## src/blr_pkg.sv

```systemverilog
// ----------------------------------------------------------------------------
// Brush line rasterizer package
// Shared widths, action and register codes, reset values and the brush job
// record handed from the line stepper to the pixel emitter.
// ----------------------------------------------------------------------------
`timescale 1ns / 1ps

package blr_pkg;

   // Default limits for the top-level parameters.
   localparam int MAX_WIDTH_DEF  = 1024;
   localparam int MAX_HEIGHT_DEF = 1024;
   localparam int MAX_BRUSH_DEF  = 5;

   // Field widths.
   localparam int ACTION_W = 2;
   localparam int SCREEN_W = 12;
   localparam int COORD_W  = 13;
   localparam int DELTA_W  = 14;
   localparam int ERR_W    = 16;
   localparam int DIM_W    = 11;
   localparam int SIZE_W   = 3;
   localparam int COLOR_W  = 32;
   localparam int PIX_W    = 10;
   localparam int ADDR_W   = 20;
   localparam int CSR_IDX_W  = 3;
   localparam int CSR_DATA_W = 32;

   // Input actions.
   localparam logic [ACTION_W-1:0] ACT_PEN_DOWN = 2'd0;
   localparam logic [ACTION_W-1:0] ACT_MOVE_TO  = 2'd1;
   localparam logic [ACTION_W-1:0] ACT_STEP     = 2'd2;

   // Register indexes.
   localparam logic [CSR_IDX_W-1:0] CSR_CANVAS_WIDTH  = 3'd0;
   localparam logic [CSR_IDX_W-1:0] CSR_CANVAS_HEIGHT = 3'd1;
   localparam logic [CSR_IDX_W-1:0] CSR_BRUSH_SIZE    = 3'd2;
   localparam logic [CSR_IDX_W-1:0] CSR_PEN_COLOR     = 3'd3;
   localparam logic [CSR_IDX_W-1:0] CSR_ORIGIN_X      = 3'd4;
   localparam logic [CSR_IDX_W-1:0] CSR_ORIGIN_Y      = 3'd5;

   // Register reset values.
   localparam logic [DIM_W-1:0]    RST_CANVAS_WIDTH  = 11'd586;
   localparam logic [DIM_W-1:0]    RST_CANVAS_HEIGHT = 11'd256;
   localparam logic [SIZE_W-1:0]   RST_BRUSH_SIZE    = 3'd2;
   localparam logic [COLOR_W-1:0]  RST_PEN_COLOR     = 32'hFF00_0000;
   localparam logic [SCREEN_W-1:0] RST_ORIGIN_X      = 12'd2;
   localparam logic [SCREEN_W-1:0] RST_ORIGIN_Y      = 12'd72;

   // One brush stamp: the line point plus the settings it is drawn with.
   typedef struct packed {
      logic signed [COORD_W-1:0] cur_x;
      logic signed [COORD_W-1:0] cur_y;
      logic [DIM_W-1:0]          width;
      logic [DIM_W-1:0]          height;
      logic [SIZE_W-1:0]         size;
      logic [COLOR_W-1:0]        color;
      logic                      at_end;
   } brush_job_type;

endpackage

```

## src/blr_req_if.sv

```systemverilog
// ----------------------------------------------------------------------------
// Brush line rasterizer request channel
// Valid/ready channel carrying one pointer event item.
// ----------------------------------------------------------------------------
`timescale 1ns / 1ps

interface blr_req_if;
   logic                             valid;
   logic                             ready;
   logic [blr_pkg::ACTION_W-1:0]     action;
   logic [blr_pkg::SCREEN_W-1:0]     pointer_x;
   logic [blr_pkg::SCREEN_W-1:0]     pointer_y;

   modport source (output valid, action, pointer_x, pointer_y, input ready);
   modport sink   (input valid, action, pointer_x, pointer_y, output ready);
endinterface

```

## src/blr_rsp_if.sv

```systemverilog
// ----------------------------------------------------------------------------
// Brush line rasterizer response channel
// Valid/ready channel carrying one brush pixel item.
// ----------------------------------------------------------------------------
`timescale 1ns / 1ps

interface blr_rsp_if;
   logic                          valid;
   logic                          ready;
   logic [blr_pkg::PIX_W-1:0]     pixel_x;
   logic [blr_pkg::PIX_W-1:0]     pixel_y;
   logic [blr_pkg::ADDR_W-1:0]    pixel_address;
   logic [blr_pkg::COLOR_W-1:0]   pixel_color;
   logic                          write_enable;
   logic                          last_of_step;
   logic                          line_done;

   modport source (output valid, pixel_x, pixel_y, pixel_address, pixel_color,
                   write_enable, last_of_step, line_done, input ready);
   modport sink   (input valid, pixel_x, pixel_y, pixel_address, pixel_color,
                   write_enable, last_of_step, line_done, output ready);
endinterface

```

## src/blr_brush_emit.sv

```systemverilog
// ----------------------------------------------------------------------------
// Brush pixel emitter
// Walks the square brush of one stamp in row-major order, one pixel per
// cycle unless stalled, clips it to the canvas and registers the pixel item.
// ----------------------------------------------------------------------------
`timescale 1ns / 1ps

module blr_brush_emit #(
   parameter int MAX_BRUSH = blr_pkg::MAX_BRUSH_DEF
) (
   input  logic                   clock,
   input  logic                   reset,
   input  logic                   job_valid,
   input  blr_pkg::brush_job_type job,
   output logic                   job_ready,
   blr_rsp_if.source              rsp_chan
);

   localparam int BW = (MAX_BRUSH > 1) ? $clog2(MAX_BRUSH) : 1;
   localparam int SW = blr_pkg::SIZE_W;
   localparam int CW = blr_pkg::COORD_W;
   localparam int PW = blr_pkg::COORD_W + 1;
   localparam int DW = blr_pkg::DIM_W;

   logic                   busy_ff, busy_in;
   blr_pkg::brush_job_type job_ff, job_in;
   logic [BW-1:0]          bx_ff, bx_in;
   logic [BW-1:0]          by_ff, by_in;

   logic                          out_valid_ff, out_valid_in;
   logic [blr_pkg::PIX_W-1:0]     out_x_ff, out_x_in;
   logic [blr_pkg::PIX_W-1:0]     out_y_ff, out_y_in;
   logic [blr_pkg::ADDR_W-1:0]    out_addr_ff, out_addr_in;
   logic [blr_pkg::COLOR_W-1:0]   out_color_ff, out_color_in;
   logic                          out_we_ff, out_we_in;
   logic                          out_last_ff, out_last_in;
   logic                          out_done_ff, out_done_in;

   logic                 advance;
   logic                 last_col;
   logic                 last_row;
   logic                 pix_last;
   logic signed [PW-1:0] px;
   logic signed [PW-1:0] py;
   logic                 on_canvas;
   logic [2*DW-1:0]      row_offset;
   logic [2*DW-1:0]      addr_sum;

   assign advance  = busy_ff && (!out_valid_ff || rsp_chan.ready);
   assign last_col = (SW'(bx_ff) == job_ff.size - SW'(1));
   assign last_row = (SW'(by_ff) == job_ff.size - SW'(1));
   assign pix_last = last_col && last_row;
   assign job_ready = !busy_ff || (advance && pix_last);

   // Pixel position and clipping against the canvas.
   assign px = $signed({job_ff.cur_x[CW-1], job_ff.cur_x}) + $signed(PW'(bx_ff));
   assign py = $signed({job_ff.cur_y[CW-1], job_ff.cur_y}) + $signed(PW'(by_ff));
   assign on_canvas = !px[PW-1] && (px[CW-1:0] < CW'(job_ff.width))
                   && !py[PW-1] && (py[CW-1:0] < CW'(job_ff.height));

   // Inside the canvas both coordinates are below the width and height.
   assign row_offset = py[DW-1:0] * job_ff.width;
   assign addr_sum   = row_offset + (2*DW)'(px[DW-1:0]);

   always_comb begin
      busy_in = busy_ff;
      job_in  = job_ff;
      bx_in   = bx_ff;
      by_in   = by_ff;
      if (job_valid) begin
         busy_in = 1'b1;
         job_in  = job;
         bx_in   = '0;
         by_in   = '0;
      end else if (advance) begin
         if (pix_last) begin
            busy_in = 1'b0;
         end
         if (last_col) begin
            bx_in = '0;
            by_in = by_ff + BW'(1);
         end else begin
            bx_in = bx_ff + BW'(1);
         end
      end
   end

   always_comb begin
      out_valid_in = out_valid_ff;
      out_x_in     = out_x_ff;
      out_y_in     = out_y_ff;
      out_addr_in  = out_addr_ff;
      out_color_in = out_color_ff;
      out_we_in    = out_we_ff;
      out_last_in  = out_last_ff;
      out_done_in  = out_done_ff;
      if (advance) begin
         out_valid_in = 1'b1;
         out_x_in     = on_canvas ? px[blr_pkg::PIX_W-1:0] : '0;
         out_y_in     = on_canvas ? py[blr_pkg::PIX_W-1:0] : '0;
         out_addr_in  = on_canvas ? addr_sum[blr_pkg::ADDR_W-1:0] : '0;
         out_color_in = job_ff.color;
         out_we_in    = on_canvas;
         out_last_in  = pix_last;
         out_done_in  = pix_last && job_ff.at_end;
      end else if (rsp_chan.ready) begin
         out_valid_in = 1'b0;
      end
   end

   always_ff @(posedge clock) begin
      if (reset) begin
         busy_ff      <= 1'b0;
         out_valid_ff <= 1'b0;
      end else begin
         busy_ff      <= busy_in;
         out_valid_ff <= out_valid_in;
      end
      job_ff       <= job_in;
      bx_ff        <= bx_in;
      by_ff        <= by_in;
      out_x_ff     <= out_x_in;
      out_y_ff     <= out_y_in;
      out_addr_ff  <= out_addr_in;
      out_color_ff <= out_color_in;
      out_we_ff    <= out_we_in;
      out_last_ff  <= out_last_in;
      out_done_ff  <= out_done_in;
   end

   assign rsp_chan.valid         = out_valid_ff;
   assign rsp_chan.pixel_x       = out_x_ff;
   assign rsp_chan.pixel_y       = out_y_ff;
   assign rsp_chan.pixel_address = out_addr_ff;
   assign rsp_chan.pixel_color   = out_color_ff;
   assign rsp_chan.write_enable  = out_we_ff;
   assign rsp_chan.last_of_step  = out_last_ff;
   assign rsp_chan.line_done     = out_done_ff;

endmodule

```

## src/brush_line_rasterizer.sv

```systemverilog
// ----------------------------------------------------------------------------
// Brush line rasterizer
// Turns pointer events into square-brush pixel writes along a line.
// The req channel takes one event item: pen_down stores the previous point,
// move_to starts a line from the previous point to the new one, and step
// stamps the brush at the current line point and advances the line. Screen
// coordinates are made canvas-relative by subtracting the origin registers.
// A step on an active line yields the saturated brush size squared pixel items
// on the rsp channel in row-major brush order; each carries x, y, linear address,
// color, a write enable that is low for pixels off the canvas, a flag on the
// last pixel of the stamp and a flag when that stamp is the line's endpoint.
// An accepted step is held in the emitter's job register, and its pixel
// items then pass the output register. The emitter produces one pixel per
// cycle while the receiver is not stalling, 1 to 25 a step at the default
// limit; the next item is accepted in the cycle that the last pixel enters
// the output register; pen_down, move_to, step items flow gap-free otherwise.
// When the receiver stalls, the output register holds its item and the
// emitter pauses; req stays ready until the emitter has a stamp in flight.
// Reset clears the line and previous-point state, empties the output
// register and restores every configuration register to its default.
// ----------------------------------------------------------------------------
`timescale 1ns / 1ps

module brush_line_rasterizer #(
   parameter int MAX_WIDTH  = blr_pkg::MAX_WIDTH_DEF,
   parameter int MAX_HEIGHT = blr_pkg::MAX_HEIGHT_DEF,
   parameter int MAX_BRUSH  = blr_pkg::MAX_BRUSH_DEF
) (
   input  logic                              clock,
   input  logic                              reset,
   blr_req_if.sink                           req_chan,
   blr_rsp_if.source                         rsp_chan,
   input  logic                              csr_we,
   input  logic [blr_pkg::CSR_IDX_W-1:0]     csr_index,
   input  logic [blr_pkg::CSR_DATA_W-1:0]    csr_wdata
);

   localparam int CW = blr_pkg::COORD_W;
   localparam int DLW = blr_pkg::DELTA_W;
   localparam int EW = blr_pkg::ERR_W;
   localparam int DW = blr_pkg::DIM_W;
   localparam int SW = blr_pkg::SIZE_W;

   // Configuration registers.
   logic [DW-1:0]                canvas_width_ff, canvas_width_in;
   logic [DW-1:0]                canvas_height_ff, canvas_height_in;
   logic [SW-1:0]                brush_size_ff, brush_size_in;
   logic [blr_pkg::COLOR_W-1:0]  pen_color_ff, pen_color_in;
   logic [blr_pkg::SCREEN_W-1:0] origin_x_ff, origin_x_in;
   logic [blr_pkg::SCREEN_W-1:0] origin_y_ff, origin_y_in;

   // Line state.
   logic                  prev_valid_ff, prev_valid_in;
   logic signed [CW-1:0]  prev_x_ff, prev_x_in;
   logic signed [CW-1:0]  prev_y_ff, prev_y_in;
   logic                  line_active_ff, line_active_in;
   logic signed [CW-1:0]  cur_x_ff, cur_x_in;
   logic signed [CW-1:0]  cur_y_ff, cur_y_in;
   logic signed [CW-1:0]  end_x_ff, end_x_in;
   logic signed [CW-1:0]  end_y_ff, end_y_in;
   logic signed [DLW-1:0] delta_x_ff, delta_x_in;
   logic signed [DLW-1:0] delta_y_neg_ff, delta_y_neg_in;
   logic [1:0]            step_dirs_ff, step_dirs_in;
   logic signed [EW-1:0]  error_term_ff, error_term_in;

   logic                   req_fire;
   logic                   job_valid;
   logic                   job_ready;
   blr_pkg::brush_job_type job;

   logic signed [CW-1:0]  new_x;
   logic signed [CW-1:0]  new_y;
   logic signed [DLW-1:0] diff_x;
   logic signed [DLW-1:0] diff_y;
   logic signed [DLW-1:0] abs_dx;
   logic signed [DLW-1:0] neg_dy;
   logic signed [EW:0]    e2;
   logic                  step_x;
   logic                  step_y;
   logic                  at_end;
   logic [SW-1:0]         size_sat;
   logic [DW-1:0]         width_sat;
   logic [DW-1:0]         height_sat;

   // ---------------------------------------------------------------------
   // Configuration writes.
   // ---------------------------------------------------------------------
   always_comb begin
      canvas_width_in  = canvas_width_ff;
      canvas_height_in = canvas_height_ff;
      brush_size_in    = brush_size_ff;
      pen_color_in     = pen_color_ff;
      origin_x_in      = origin_x_ff;
      origin_y_in      = origin_y_ff;
      if (csr_we) begin
         case (csr_index)
            blr_pkg::CSR_CANVAS_WIDTH:  canvas_width_in  = csr_wdata[DW-1:0];
            blr_pkg::CSR_CANVAS_HEIGHT: canvas_height_in = csr_wdata[DW-1:0];
            blr_pkg::CSR_BRUSH_SIZE:    brush_size_in    = csr_wdata[SW-1:0];
            blr_pkg::CSR_PEN_COLOR:     pen_color_in     = csr_wdata;
            blr_pkg::CSR_ORIGIN_X:      origin_x_in = csr_wdata[blr_pkg::SCREEN_W-1:0];
            blr_pkg::CSR_ORIGIN_Y:      origin_y_in = csr_wdata[blr_pkg::SCREEN_W-1:0];
            default: ;
         endcase
      end
   end

   // Saturated settings: a brush of zero draws one pixel, and the brush and the
   // canvas are limited to the configured maximum sizes.
   always_comb begin
      if (brush_size_ff == '0) begin
         size_sat = SW'(1);
      end else if ((SW+1)'(brush_size_ff) > (SW+1)'(MAX_BRUSH)) begin
         size_sat = SW'(MAX_BRUSH);
      end else begin
         size_sat = brush_size_ff;
      end
      width_sat  = ((DW+2)'(canvas_width_ff) > (DW+2)'(MAX_WIDTH)) ?
                   DW'(MAX_WIDTH) : canvas_width_ff;
      height_sat = ((DW+2)'(canvas_height_ff) > (DW+2)'(MAX_HEIGHT)) ?
                   DW'(MAX_HEIGHT) : canvas_height_ff;
   end

   // ---------------------------------------------------------------------
   // Line setup and Bresenham stepping, one event per accepted item.
   // ---------------------------------------------------------------------
   assign req_chan.ready = job_ready;
   assign req_fire = req_chan.valid && req_chan.ready;

   assign new_x = $signed({1'b0, req_chan.pointer_x}) - $signed({1'b0, origin_x_ff});
   assign new_y = $signed({1'b0, req_chan.pointer_y}) - $signed({1'b0, origin_y_ff});
   assign diff_x = $signed(DLW'(new_x)) - $signed(DLW'(prev_x_ff));
   assign diff_y = $signed(DLW'(new_y)) - $signed(DLW'(prev_y_ff));
   assign abs_dx = diff_x[DLW-1] ? -diff_x : diff_x;
   assign neg_dy = diff_y[DLW-1] ? diff_y : -diff_y;

   // Both tests use the error term from before this step.
   assign e2     = {error_term_ff, 1'b0};
   assign step_x = e2 >= (EW+1)'(delta_y_neg_ff);
   assign step_y = e2 <= (EW+1)'(delta_x_ff);
   assign at_end = (cur_x_ff == end_x_ff) && (cur_y_ff == end_y_ff);

   always_comb begin
      prev_valid_in  = prev_valid_ff;
      prev_x_in      = prev_x_ff;
      prev_y_in      = prev_y_ff;
      line_active_in = line_active_ff;
      cur_x_in       = cur_x_ff;
      cur_y_in       = cur_y_ff;
      end_x_in       = end_x_ff;
      end_y_in       = end_y_ff;
      delta_x_in     = delta_x_ff;
      delta_y_neg_in = delta_y_neg_ff;
      step_dirs_in   = step_dirs_ff;
      error_term_in  = error_term_ff;
      if (req_fire) begin
         case (req_chan.action)
            blr_pkg::ACT_PEN_DOWN: begin
               prev_x_in     = new_x;
               prev_y_in     = new_y;
               prev_valid_in = 1'b1;
            end
            blr_pkg::ACT_MOVE_TO: begin
               // Without a previous point the new point is only stored.
               if (prev_valid_ff) begin
                  cur_x_in       = prev_x_ff;
                  cur_y_in       = prev_y_ff;
                  end_x_in       = new_x;
                  end_y_in       = new_y;
                  delta_x_in     = abs_dx;
                  delta_y_neg_in = neg_dy;
                  step_dirs_in   = {diff_y[DLW-1] || (diff_y == '0),
                                    diff_x[DLW-1] || (diff_x == '0)};
                  error_term_in  = EW'(abs_dx) + EW'(neg_dy);
                  line_active_in = 1'b1;
               end
               prev_x_in     = new_x;
               prev_y_in     = new_y;
               prev_valid_in = 1'b1;
            end
            blr_pkg::ACT_STEP: begin
               if (line_active_ff) begin
                  if (at_end) begin
                     line_active_in = 1'b0;
                  end else begin
                     error_term_in = error_term_ff
                                   + (step_x ? EW'(delta_y_neg_ff) : EW'(0))
                                   + (step_y ? EW'(delta_x_ff) : EW'(0));
                     if (step_x) begin
                        cur_x_in = step_dirs_ff[0] ? cur_x_ff - CW'(1)
                                                   : cur_x_ff + CW'(1);
                     end
                     if (step_y) begin
                        cur_y_in = step_dirs_ff[1] ? cur_y_ff - CW'(1)
                                                   : cur_y_ff + CW'(1);
                     end
                  end
               end
            end
            default: ;
         endcase
      end
   end

   always_ff @(posedge clock) begin
      if (reset) begin
         canvas_width_ff  <= blr_pkg::RST_CANVAS_WIDTH;
         canvas_height_ff <= blr_pkg::RST_CANVAS_HEIGHT;
         brush_size_ff    <= blr_pkg::RST_BRUSH_SIZE;
         pen_color_ff     <= blr_pkg::RST_PEN_COLOR;
         origin_x_ff      <= blr_pkg::RST_ORIGIN_X;
         origin_y_ff      <= blr_pkg::RST_ORIGIN_Y;
         prev_valid_ff    <= 1'b0;
         line_active_ff   <= 1'b0;
      end else begin
         canvas_width_ff  <= canvas_width_in;
         canvas_height_ff <= canvas_height_in;
         brush_size_ff    <= brush_size_in;
         pen_color_ff     <= pen_color_in;
         origin_x_ff      <= origin_x_in;
         origin_y_ff      <= origin_y_in;
         prev_valid_ff    <= prev_valid_in;
         line_active_ff   <= line_active_in;
      end
      prev_x_ff      <= prev_x_in;
      prev_y_ff      <= prev_y_in;
      cur_x_ff       <= cur_x_in;
      cur_y_ff       <= cur_y_in;
      end_x_ff       <= end_x_in;
      end_y_ff       <= end_y_in;
      delta_x_ff     <= delta_x_in;
      delta_y_neg_ff <= delta_y_neg_in;
      step_dirs_ff   <= step_dirs_in;
      error_term_ff  <= error_term_in;
   end

   // ---------------------------------------------------------------------
   // Brush stamp hand-off. The stamp uses the point before the line moves.
   // ---------------------------------------------------------------------
   assign job_valid = req_fire && (req_chan.action == blr_pkg::ACT_STEP) && line_active_ff;

   always_comb begin
      job.cur_x  = cur_x_ff;
      job.cur_y  = cur_y_ff;
      job.width  = width_sat;
      job.height = height_sat;
      job.size   = size_sat;
      job.color  = pen_color_ff;
      job.at_end = at_end;
   end

   blr_brush_emit #(
      .MAX_BRUSH (MAX_BRUSH)
   ) u_brush_emit (
      .clock     (clock),
      .reset     (reset),
      .job_valid (job_valid),
      .job       (job),
      .job_ready (job_ready),
      .rsp_chan  (rsp_chan)
   );

`ifndef SYNTH
   // A stamp is only handed over when the emitter can take it.
   assert property (@(posedge clock) disable iff (reset)
      job_valid |-> job_ready)
      else $error("brush stamp issued while emitter busy");

   // A line ends only by a step taken at its endpoint.
   assert property (@(posedge clock) disable iff (reset)
      $fell(line_active_ff) && !$past(reset)
      |-> $past(req_fire && (req_chan.action == blr_pkg::ACT_STEP)))
      else $error("line ended without a step");

   // The endpoint flag only rides on the last pixel of a stamp.
   assert property (@(posedge clock) disable iff (reset)
      rsp_chan.valid && rsp_chan.line_done |-> rsp_chan.last_of_step)
      else $error("line_done outside the last pixel of a stamp");
`endif

endmodule

```

## src/flat_wrapper.sv

```systemverilog
// flat-port wrapper written by rule: the top's interface ports become plain ports
module brush_line_rasterizer_flat 
#(
   parameter int MAX_WIDTH  = blr_pkg::MAX_WIDTH_DEF,
   parameter int MAX_HEIGHT = blr_pkg::MAX_HEIGHT_DEF,
   parameter int MAX_BRUSH  = blr_pkg::MAX_BRUSH_DEF
)
  (clock, reset, csr_we, csr_index, csr_wdata, req_chan_valid, req_chan_action, req_chan_pointer_x, req_chan_pointer_y, req_chan_ready, rsp_chan_valid, rsp_chan_pixel_x, rsp_chan_pixel_y, rsp_chan_pixel_address, rsp_chan_pixel_color, rsp_chan_write_enable, rsp_chan_last_of_step, rsp_chan_line_done, rsp_chan_ready);
  blr_req_if req_chan_i ();
  blr_rsp_if rsp_chan_i ();
  input  logic clock;
  input  logic reset;
  input  logic csr_we;
  input  logic [blr_pkg::CSR_IDX_W-1:0] csr_index;
  input  logic [blr_pkg::CSR_DATA_W-1:0] csr_wdata;
  input wire logic [$bits(req_chan_i.valid)-1:0] req_chan_valid;
  input wire logic [$bits(req_chan_i.action)-1:0] req_chan_action;
  input wire logic [$bits(req_chan_i.pointer_x)-1:0] req_chan_pointer_x;
  input wire logic [$bits(req_chan_i.pointer_y)-1:0] req_chan_pointer_y;
  output wire logic [$bits(req_chan_i.ready)-1:0] req_chan_ready;
  output wire logic [$bits(rsp_chan_i.valid)-1:0] rsp_chan_valid;
  output wire logic [$bits(rsp_chan_i.pixel_x)-1:0] rsp_chan_pixel_x;
  output wire logic [$bits(rsp_chan_i.pixel_y)-1:0] rsp_chan_pixel_y;
  output wire logic [$bits(rsp_chan_i.pixel_address)-1:0] rsp_chan_pixel_address;
  output wire logic [$bits(rsp_chan_i.pixel_color)-1:0] rsp_chan_pixel_color;
  output wire logic [$bits(rsp_chan_i.write_enable)-1:0] rsp_chan_write_enable;
  output wire logic [$bits(rsp_chan_i.last_of_step)-1:0] rsp_chan_last_of_step;
  output wire logic [$bits(rsp_chan_i.line_done)-1:0] rsp_chan_line_done;
  input wire logic [$bits(rsp_chan_i.ready)-1:0] rsp_chan_ready;
  assign req_chan_i.valid = req_chan_valid;
  assign req_chan_i.action = req_chan_action;
  assign req_chan_i.pointer_x = req_chan_pointer_x;
  assign req_chan_i.pointer_y = req_chan_pointer_y;
  assign req_chan_ready = req_chan_i.ready;
  assign rsp_chan_valid = rsp_chan_i.valid;
  assign rsp_chan_pixel_x = rsp_chan_i.pixel_x;
  assign rsp_chan_pixel_y = rsp_chan_i.pixel_y;
  assign rsp_chan_pixel_address = rsp_chan_i.pixel_address;
  assign rsp_chan_pixel_color = rsp_chan_i.pixel_color;
  assign rsp_chan_write_enable = rsp_chan_i.write_enable;
  assign rsp_chan_last_of_step = rsp_chan_i.last_of_step;
  assign rsp_chan_line_done = rsp_chan_i.line_done;
  assign rsp_chan_i.ready = rsp_chan_ready;
  brush_line_rasterizer #(.MAX_WIDTH(MAX_WIDTH), .MAX_HEIGHT(MAX_HEIGHT), .MAX_BRUSH(MAX_BRUSH)) u_core (.clock(clock), .reset(reset), .req_chan(req_chan_i), .rsp_chan(rsp_chan_i), .csr_we(csr_we), .csr_index(csr_index), .csr_wdata(csr_wdata));
endmodule
```

## config.mk

```make
export PLATFORM = sky130hd
export DESIGN_NAME = brush_line_rasterizer_flat
export DESIGN_NICKNAME = d
export VERILOG_FILES = /design/src/blr_pkg.sv /design/src/blr_req_if.sv /design/src/blr_rsp_if.sv /design/src/blr_brush_emit.sv /design/src/brush_line_rasterizer.sv /design/src/flat_wrapper.sv
export SDC_FILE = /design/constraint.sdc
export NUM_CORES = 1
export LEC_CHECK = 0
export BUFFER_PORTS_ARGS = -buffer_cell sky130_fd_sc_hd__buf_2
export CORE_MARGIN = 4
export CORE_UTILIZATION = 55
export DETAILED_ROUTE_END_ITERATION = 12
export PLACE_DENSITY = 0.78
export SETUP_SLACK_MARGIN = 0.3
export SLEW_MARGIN = 20
export SYNTH_ARGS = -nofsm -noshare
export SYNTH_HDL_FRONTEND = slang
export SYNTH_SLANG_ARGS = --single-unit
```

## constraint.sdc

```tcl
create_clock -name clock -period 16.55 [get_ports clock]
set_clock_uncertainty 0.1 [all_clocks]
set_input_delay 0 -clock clock [delete_from_list [all_inputs] [get_ports clock]]
set_output_delay 0 -clock clock [all_outputs]
set_load 0.02 [all_outputs]
```

==> out/qor.txt <==
Status = finished clean
Max stage delay on crit path = 0.48 ns
FMAX = 133 MHz
Skew-Pair Late Insertion Delay = 0.58 ns
Dpl hpwl = 43,000 um
H-tree Lvls = 2
Synth unique cells = 69
Period utilisation layout = 45.3%
Die height = 218 um
Largest fanout on the critical path = 14
Crit path buf inv count = 1
Worst slew pin tran = 1.09 ns
Reg2Reg Setup Slack = 9.05 ns
Post-synth ARST share = 0%
PostCTS Resize Cnt = 0
Placed cell area = 25,700 sq um
Fillers = 3,283
Clk pin slew, worst setup/hold paths = 0.06 ns
Critical path type = reg -> reg
Crit. End Element = flip-flop
Hold Path Class = in -> reg
Reg2Reg Depth = 31
R2R Path Start = u_core.origin_x_ff[0]
Die ar. = 47,700 sq um
Post-CTS setup buffers = 0
RSZ-0062 raised after global routing = no
Slew HR = 27.3%
DRC = 0
Tmin final = 7.50 ns
Clock Sinks = 374
Final Max Tran Viols = 0
Maximum vdd drop = 0.0883 mV
Share of layout cells above drive strength 1 = 9.14%
Synthesized area per cell = 9.96 sq um
Mapped Area = 24,400 sq um
Initial antenna violation count = 3
Crit path from = u_core.origin_x_ff[0]
Area delta synth->final = 14.2%
Pin count of the biggest net entering global routing = 86
Port Buf Inserts = 142
CTS tree = yes
Final nets = 3,047
Crit path required time = 16.87 ns
Setup violators final = 0
Routed Wire Length = 58,500 um
Cell occurring most often along the worst timing path = o21ai_0
Final Hold Fails = 0
Routed WL per cell = 17.9 um
CTS buffer count = 41
Slowest-stage cell, CP = fa_1
GR Overflow Total = 0
Leakage power = 0.0121 uW
Row cnt = 76
Die width = 218 um
Global-route wire length before repair = 93,100 um
Initial Util = 56.1%
Synthesis Warnings = 0
Syn Nets = 2,844
Cell family with most CP delay = compound AO/OA/AOI/OAI gates
Critical path startpoint category = flip-flop
CTS Root Cell = clkbuf_16
Worst setup path endpoint = u_core.error_term_ff[14]
Ports = 143
Final ANT Viol Nets = 0
Number of flops mapped to enable cells by yosys = 283
Initial drt markers = 1,285
Cells after Synth = 2,445
Drt pass-1 iters = 6
Reg2reg end = u_core.error_term_ff[14]
Clk buf depth = 3
Drt via density = 5.55
Vias = 18,100
GRT Util Overall = 24.3%
Post-synthesis sequential area ratio = 42.4%
P per Cell Area = 113 nW/um^2
Arrival time worst endpoint = 7.83 ns
Area of the core = 43,500 sq um
Seq cells post-synth = 374
Fin Setup TNS = 0 ns
RePlAce Congestion = 0.921
Final Cell Area = 27,800 sq um
Main synth FF type = edfxtp_1
Max cap viols = 0
Crit path depth = 31
Vias in the first global route = 18,300
[Yosys cell counts, types with 9 or more instances]
| cell | number | area share [%] |
|---|---|---|
| a31oi_1 | 11 | 0.28 |
| nand3b_1 | 18 | 0.55 |
| xnor2_1 | 92 | 3.3 |
| a21boi_0 | 22 | 0.68 |
| ha_1 | 218 | 11 |
| nor3_1 | 31 | 0.64 |
| nand3_1 | 28 | 0.58 |
| inv_1 | 352 | 5.4 |
| a21oi_1 | 144 | 3.0 |
| and2_1 | 29 | 0.74 |
| nand4_1 | 12 | 0.31 |
| or3_1 | 11 | 0.28 |
| dfxtp_1 | 91 | 7.5 |
| a21o_1 | 32 | 0.99 |
| o21a_1 | 22 | 0.68 |
| nor2_1 | 156 | 2.4 |
| nand2_1 | 347 | 5.3 |
| and3_1 | 9 | 0.23 |
| fa_1 | 115 | 9.5 |
| o21ai_0 | 88 | 1.8 |
| mux2i_1 | 13 | 0.53 |
| xor2_1 | 63 | 2.3 |
| clkbuf_1 | 69 | 1.1 |
| edfxtp_1 | 283 | 35 |
| nand2b_1 | 24 | 0.62 |
| nor2b_1 | 58 | 1.5 |
[worst min path at each step]
stage / from / to / slack (ns) / depth (start not counted)
floorplan: csr_wdata[1] / u_core.brush_size_ff[1] / 0.02 / 1
global placement: csr_wdata[29] / u_core.pen_color_ff[29] / 0.11 / 3
detailed placement: csr_wdata[29] / u_core.pen_color_ff[29] / 0.12 / 3
CTS: req_chan_pointer_x[6] / u_core.prev_x_ff[7] / 0.02 / 4
global route: req_chan_pointer_x[6] / u_core.end_x_ff[7] / 0.06 / 4
finish: req_chan_pointer_x[6] / u_core.prev_x_ff[7] / 0.04 / 4
[placed cells by master (no fill, tap or decap), types with 7 or more instances in the layout]
cell type,synthesis,layout
mux2i_1,13,13
and3_1,9,8
ha_1,218,217
xnor2_1,92,90
xor2_1,63,63
nor2_1,156,154
clkinv_1,1,9
dfxtp_1,91,91
nand2_1,347,347
clkbuf_1,69,8
a21oi_1,144,144
o21ai_0,88,88
fa_1,115,115
a31oi_1,11,11
nor2b_1,58,58
or3_1,11,11
buf_2,0,142
inv_1,352,351
nand4_1,12,12
nand3b_1,18,18
o21a_1,22,22
nor4_1,7,7
buf_4,0,20
nor3_1,31,29
dlygate4sd3_1,0,68
nand2b_1,24,24
a21boi_0,22,22
and2_1,29,29
a21o_1,32,32
clkbuf_16,0,42
edfxtp_1,283,283
nand3_1,28,28
[flip-flops by register name (all words and copies together) (netlist names), 12 cells and up]
signal	flops
u_core.cur_x_ff	13
u_core.cur_y_ff	13
u_core.delta_x_ff	14
u_core.delta_y_neg_ff	14
u_core.end_x_ff	13
u_core.end_y_ff	13
u_core.error_term_ff	16
u_core.origin_x_ff	12
u_core.origin_y_ff	12
u_core.pen_color_ff	32
u_core.prev_x_ff	13
u_core.prev_y_ff	13
u_core.u_brush_emit.job_ff	84
u_core.u_brush_emit.rsp_chan.pixel_address	20
u_core.u_brush_emit.rsp_chan.pixel_color	32
[through the flow]
step | worst slack (ns) | hold slack (ns) | utilization [%] | total power [uW] | instances
after detailed placement | 9.01 | 0.117 | 59.2 | 2200 | 3122
after floorplan | 8.09 | 0.0179 | - | 1940 | 2445
after global placement | 9.31 | 0.110 | 59.2 | 2140 | 3122
final | 9.05 | 0.0374 | 64.0 | 3140 | 3269
after CTS | 9.03 | 0.0171 | 64.0 | 3150 | 3266
after global routing | 8.42 | 0.0583 | 64.0 | 3340 | 3269
[cells by family (layout without fill, tap and decap cells)]
kind of cell,after synthesis,in the layout,synth area share [%]
XOR/XNOR,157,157,5.76
multiplexers,17,17,0.719
buffers and inverters,423,659,6.52
AND/OR/NAND/NOR,758,758,14.3
adder cells (fa/ha/maj),333,333,20.6
other,0,3,0
AO/OA/AOI/OAI,383,383,9.67
flip-flops,374,374,42.4
[final cells by class]
cell class / count / area, sq um / share of cell area (%)
flip-flops and latches: 374 / 10300 / 37.1
repair buffers: 230 / 1540 / 5.54
diodes: 3 / 7.51 / 0.0270
inverters: 353 / 1330 / 4.77
clock buffers: 53 / 1120 / 4.04
multi-input cells: 1648 / 12500 / 44.9
clock inverters: 23 / 265 / 0.954
well taps: 585 / 732 / 2.63
[what timing repair did]
action	in CTS	in global routing
endpoints found under the hold margin	133	0
hold buffers	68	0
endpoints found under the setup margin	0	0
[worst min-delay path, delay by kind of cell]
kind / cells / cell delay, ns
XOR/XNOR: 1 / 0.15
adder cells (fa/ha/maj): 1 / 0.14
buffers and inverters: 1 / 0.09
AND/OR/NAND/NOR: 1 / 0.14
[per-layer routing]
layer / wire length [um] / track usage, % / part of all wire [%]
met1: 23700 / 30.5 / 41
met2: 29000 / 42.1 / 50
met3: 3640 / 4.27 / 6.2
met4: 2130 / 9.18 / 3.6
met5: 0 / 0 / 0
[where the power goes]
group / switching (uW) / total [uW] / internal [uW]
registers: 24.0 / 1090 / 1070
logic: 652 / 1120 / 466
clock network: 382 / 929 / 547
total: 1060 / 3140 / 2080
Power figures use the tool's default switching activity.
